`src/sv/gtl_pkg.sv`:
```
// Package with the constants, state codes and control structs of the gamma table block.
package gtl_pkg;

  localparam int unsigned LOG_DEPTH = 511;
  localparam int unsigned ADDR_W = $clog2(LOG_DEPTH);

  localparam logic [ADDR_W-1:0] LOG_FIRST = ADDR_W'(1);
  localparam logic [ADDR_W-1:0] LOG_LAST = ADDR_W'(LOG_DEPTH - 1);
  localparam logic [ADDR_W-1:0] LOG_NO_ADDR = ADDR_W'(LOG_DEPTH);

  localparam logic [15:0] GUARD_LIMIT = 16'h3f80;
  localparam logic [15:0] GAMMA_RESET = 16'd16384;

  localparam logic OP_WRITE = 1'b0;
  localparam logic OP_GAMMA = 1'b1;

  typedef enum logic [2:0] {
    ST_IDLE,
    ST_PROD,
    ST_SUM,
    ST_WALK,
    ST_DONE
  } gtl_state_t;

  typedef struct packed {
    logic take_write;
    logic take_entry;
    logic mult;
    logic sum;
    logic walk_step;
    logic load_result;
  } gtl_cmd_t;

  typedef struct packed {
    logic in_valid;
    logic in_op;
    logic in_zero;
    logic guard_next;
    logic walk_more;
    logic out_free;
  } gtl_status_t;

endpackage

```
`src/sv/gtl_ctrl.sv`:
```
// Controller state machine that sequences table writes, products, sum and pointer walk.
module gtl_ctrl
  import gtl_pkg::*;
(
  input  logic        clk,
  input  logic        rst,
  input  gtl_status_t st,
  output logic        in_ready,
  output gtl_cmd_t    cmd
);

  gtl_state_t state;
  gtl_state_t state_next;

  always_ff @(posedge clk) begin
    if (rst) begin
      state <= ST_IDLE;
    end else begin
      state <= state_next;
    end
  end

  always_comb begin
    state_next = state;
    in_ready = 1'b0;
    cmd = '0;
    case (state)
      ST_IDLE: begin
        in_ready = 1'b1;
        if (st.in_valid) begin
          if (st.in_op == OP_GAMMA) begin
            cmd.take_entry = 1'b1;
            state_next = st.in_zero ? ST_DONE : ST_PROD;
          end else begin
            cmd.take_write = 1'b1;
          end
        end
      end
      ST_PROD: begin
        cmd.mult = 1'b1;
        state_next = ST_SUM;
      end
      ST_SUM: begin
        cmd.sum = 1'b1;
        state_next = st.guard_next ? ST_DONE : ST_WALK;
      end
      ST_WALK: begin
        if (st.walk_more) begin
          cmd.walk_step = 1'b1;
        end else begin
          state_next = ST_DONE;
        end
      end
      ST_DONE: begin
        if (st.out_free) begin
          cmd.load_result = 1'b1;
          state_next = ST_IDLE;
        end
      end
      default: begin
        state_next = ST_IDLE;
      end
    endcase
  end

  // Only one datapath action is ever requested in a cycle.
  a_one_cmd: assert property (@(posedge clk) disable iff (rst) $onehot0(cmd))
    else $error("gtl_ctrl: more than one command at once");

  // A request is only taken while nothing else is in flight.
  a_take_idle: assert property (@(posedge clk) disable iff (rst)
    (cmd.take_entry || cmd.take_write) |-> (state == ST_IDLE && st.in_valid))
    else $error("gtl_ctrl: request taken outside idle");

  // After a guard trip the walk is skipped and the result goes out directly.
  a_guard_skip: assert property (@(posedge clk) disable iff (rst)
    (cmd.sum && st.guard_next) |=> (state == ST_DONE))
    else $error("gtl_ctrl: guard did not skip the walk");

endmodule

```
`config.mk`:
```
export PLATFORM = sky130hd
export DESIGN_NAME = gtl_ctrl
export DESIGN_NICKNAME = d
export VERILOG_FILES = /design/src/sv/gtl_pkg.sv /design/src/sv/gtl_ctrl.sv
export SDC_FILE = /design/constraint.sdc
export NUM_CORES = 1
export LEC_CHECK = 0
export ABC_AREA = 0
export BUFFER_PORTS_ARGS = -buffer_cell sky130_fd_sc_hd__buf_2
export CAP_MARGIN = 20
export CORE_AREA = 3 3 40 42
export DETAILED_ROUTE_END_ITERATION = 12
export DIE_AREA = 0 0 43 45
export PLACE_DENSITY = 0.42
export SYNTH_ARGS = -nofsm -noshare
export SYNTH_HDL_FRONTEND = slang
export SYNTH_SLANG_ARGS = --single-unit
```
`constraint.sdc`:
```
create_clock -name clk -period 1.3 [get_ports clk]
set_clock_uncertainty 0.2 [all_clocks]
set_input_delay 0.065 -clock clk [delete_from_list [all_inputs] [get_ports clk]]
set_output_delay 0.065 -clock clk [all_outputs]
set_load 0.01 [all_outputs]
```
==> metrics <==
Initial Util=16.7%; final worst path period share=108%; share of post-route cells with drive strength above 1=59.3%; Die H=45 µm; Worst R2R Path Depth=4; largest net degree at the start of global routing=8; sequential share of power=26.9%; Synth top area share=28.1%; routed vias/inst=4.49; antenna-violating nets left=0; Yosys cell types=19; Hold Path Class=in2reg; minimum clock period=1.40 ns; maximum clock frequency=715 MHz; residual DRC count=0; final setup vio count=4; actual slew at the worst max-slew pin=0.262 ns; die area=1940 µm²; dpl hpwl=476 µm; later-pin clock latency in the skew report=0.24 ns; Clock power frac=45.4%; Power Density=796 nW/µm²; Placed Instance Area=305 µm²; VDD IR max=0.269 mV; Synth area leader=dfxtp_1; die width=43 µm; Syn Area/Cell=7.92 µm²; Worst Path Arrival=1.13 ns; CTS clk-pin slew, worst paths=0.04 ns; Ys Warns=0; Crit Path Max Fanout=6; GR Util met3=2.79%; Hold Crit Depth=4; #FFs+latches synth=3; Worst Hold Path EP=state[2]$_SDFFE_PP0P_; TritonCTS clock tree=yes; Top Usage Layer GRT=met2; Largest regs=state x3; post-route cell area=479 µm²; Startpoint Class=register; critical path required time=1.03 ns; sw frac=27.8%; Hold Worst Slack=0.00711 ns; core box area=1280 µm²; initial antenna violation count=0; largest cells by area after synthesis=dfxtp_1, nor2_1, nor3_4, and3_4, and3b_2; register area share after synthesis=28.1%; synthesis-to-layout area growth=124%; Max clock buf depth=2; Slew Limit Fails=0; CP Capture Type=output port; Num CTS Buffers=3; max capacitance violation total=0; Net Count, Synth=35; routability cong.=0.684; fin worst setup slack=-0.0988 ns; I/O pin count=15; first-pass GRT wire length=1300 µm; n_diodes=0; vias in the first global route=317; RR Endpoint=state[0]$_SDFFE_PP0P_; violation count after the first detailed-routing iteration=2; Logic pwr share=27.7%; met1 GRT Util=8.19%; DR vias=310; H-Tree Depth=1; reg2reg setup slack=0.04 ns; IO Port Bufs=14; Largest Register=state; Min-Delay Startpoint=st[1]; Cell Int Power=275 µW; post-synthesis cell area=214 µm²; clk root buf=clkbuf_4; grt met2 use=18.0%; Register Area=71.3 µm²; Tot GR Track Use=9.66%; failing checks=negative setup slack; unrepaired setup endpoints after global routing=yes; total grt overflow=0; switching power=106 µW; fin nets=63; Slew headroom=82.3%; CP Class=reg2out; Leakage=0.000219 µW; max reg flops=3; WL final=772 µm; clk sink count=3; Reg2Reg Launch Point=state[2]$_SDFFE_PP0P_; routed len/inst=11.2 µm; FILL cells=139; std cell rows=13; Cells after Synth=27; Detailed Routing Iterations Pass 1=4; area of the multi-input gates=175 µm²; status=finished with violations; Fin. Hold Viols=0
[power by group through the flow]
stage                     clock network, µW  logic (µW)  registers, µW
final                                   173         106            103
after global routing                    184         115            103
after CTS                               178        86.1            103
after detailed placement                  0        61.6            106
after global placement                    0        63.2            106
after floorplan                           0        35.5            103
[per-stage QoR]
stage	instances	TNS [ns]	worst slack [ns]	total power, µW	util, %
5_1_grt	69	-0.501	-0.150	402	37.3
2_1_floorplan	27	0	0.0705	138	-
4_1_cts	67	-0.166	-0.0745	367	33.3
3_5_place_dp	56	0	0.0320	168	23.8
6_report	69	-0.204	-0.0988	381	37.3
3_3_place_gp	56	0	0.0207	169	23.8
[metal layers]
layer / vias up / part of all wire [%]
li1: 155 / -
met1: 141 / 36
met2: 12 / 56
met3: 2 / 6.0
met4: 0 / 1.8
met5: - / 0
[cells in the final DEF (no fill, tap or decap), types with 2 or more instances in the layout]
master | netlist | final
buf_6 | 0 | 6
buf_2 | 1 | 11
nor2_1 | 7 | 6
dfxtp_4 | 0 | 3
dlygate4sd3_1 | 0 | 5
buf_4 | 0 | 2
clkbuf_4 | 0 | 3
[Yosys cell counts, drive strengths merged]
library cell / n
and3b: 1
nor3: 2
a22oi: 1
buf: 1
nand2: 1
nand2b: 2
dfxtp: 3
nand4: 1
nor4: 1
nor2: 7
a22o: 1
o311ai: 1
nand3: 1
o21ai: 1
and3: 2
nor3b: 1
[worst max-delay path by stage]
stage,slack (ns),endpoint,cells after the start,startpoint
after detailed placement,0.03,state[0]$_SDFFE_PP0P_,3,state[1]$_SDFFE_PP0P_
after CTS,-0.07,cmd[4],3,state[0]$_SDFFE_PP0P_
after global placement,0.02,state[0]$_SDFFE_PP0P_,3,state[1]$_SDFFE_PP0P_
after floorplan,0.07,state[0]$_SDFFE_PP0P_,3,state[1]$_SDFFE_PP0P_
final,-0.1,cmd[4],3,state[2]$_SDFFE_PP0P_
after global routing,-0.15,cmd[5],3,state[2]$_SDFFE_PP0P_
[logic make-up after synthesis]
logic type	share of synthesized area, %
flip-flops	28.1
buffers and inverters	2.34
AO/OA/AOI/OAI	14.0
AND/OR/NAND/NOR	55.6
[critical path, stage by stage (launching register included)]
cell and delay, ns:
dfxtp_4 0.36, nor3_4 0.21, and3_4 0.22, buf_6 0.10
[cell type report]
class	count	area share, %
timing repair buffer	24	39.2
multi-input combinational	23	36.6
sequential	3	14.9
clock buffer	4	5.48
tap	15	3.92
[what timing repair did]
action                                  in CTS  in global routing
gates resized for setup                      9                 10
pin swaps                                    3                  5
hold buffers                                 5                  0
hold endpoints to repair                     3                  0
buffers inserted                             2                  2
endpoints found under the setup margin       7                  8
Power figures use the tool's default switching activity.
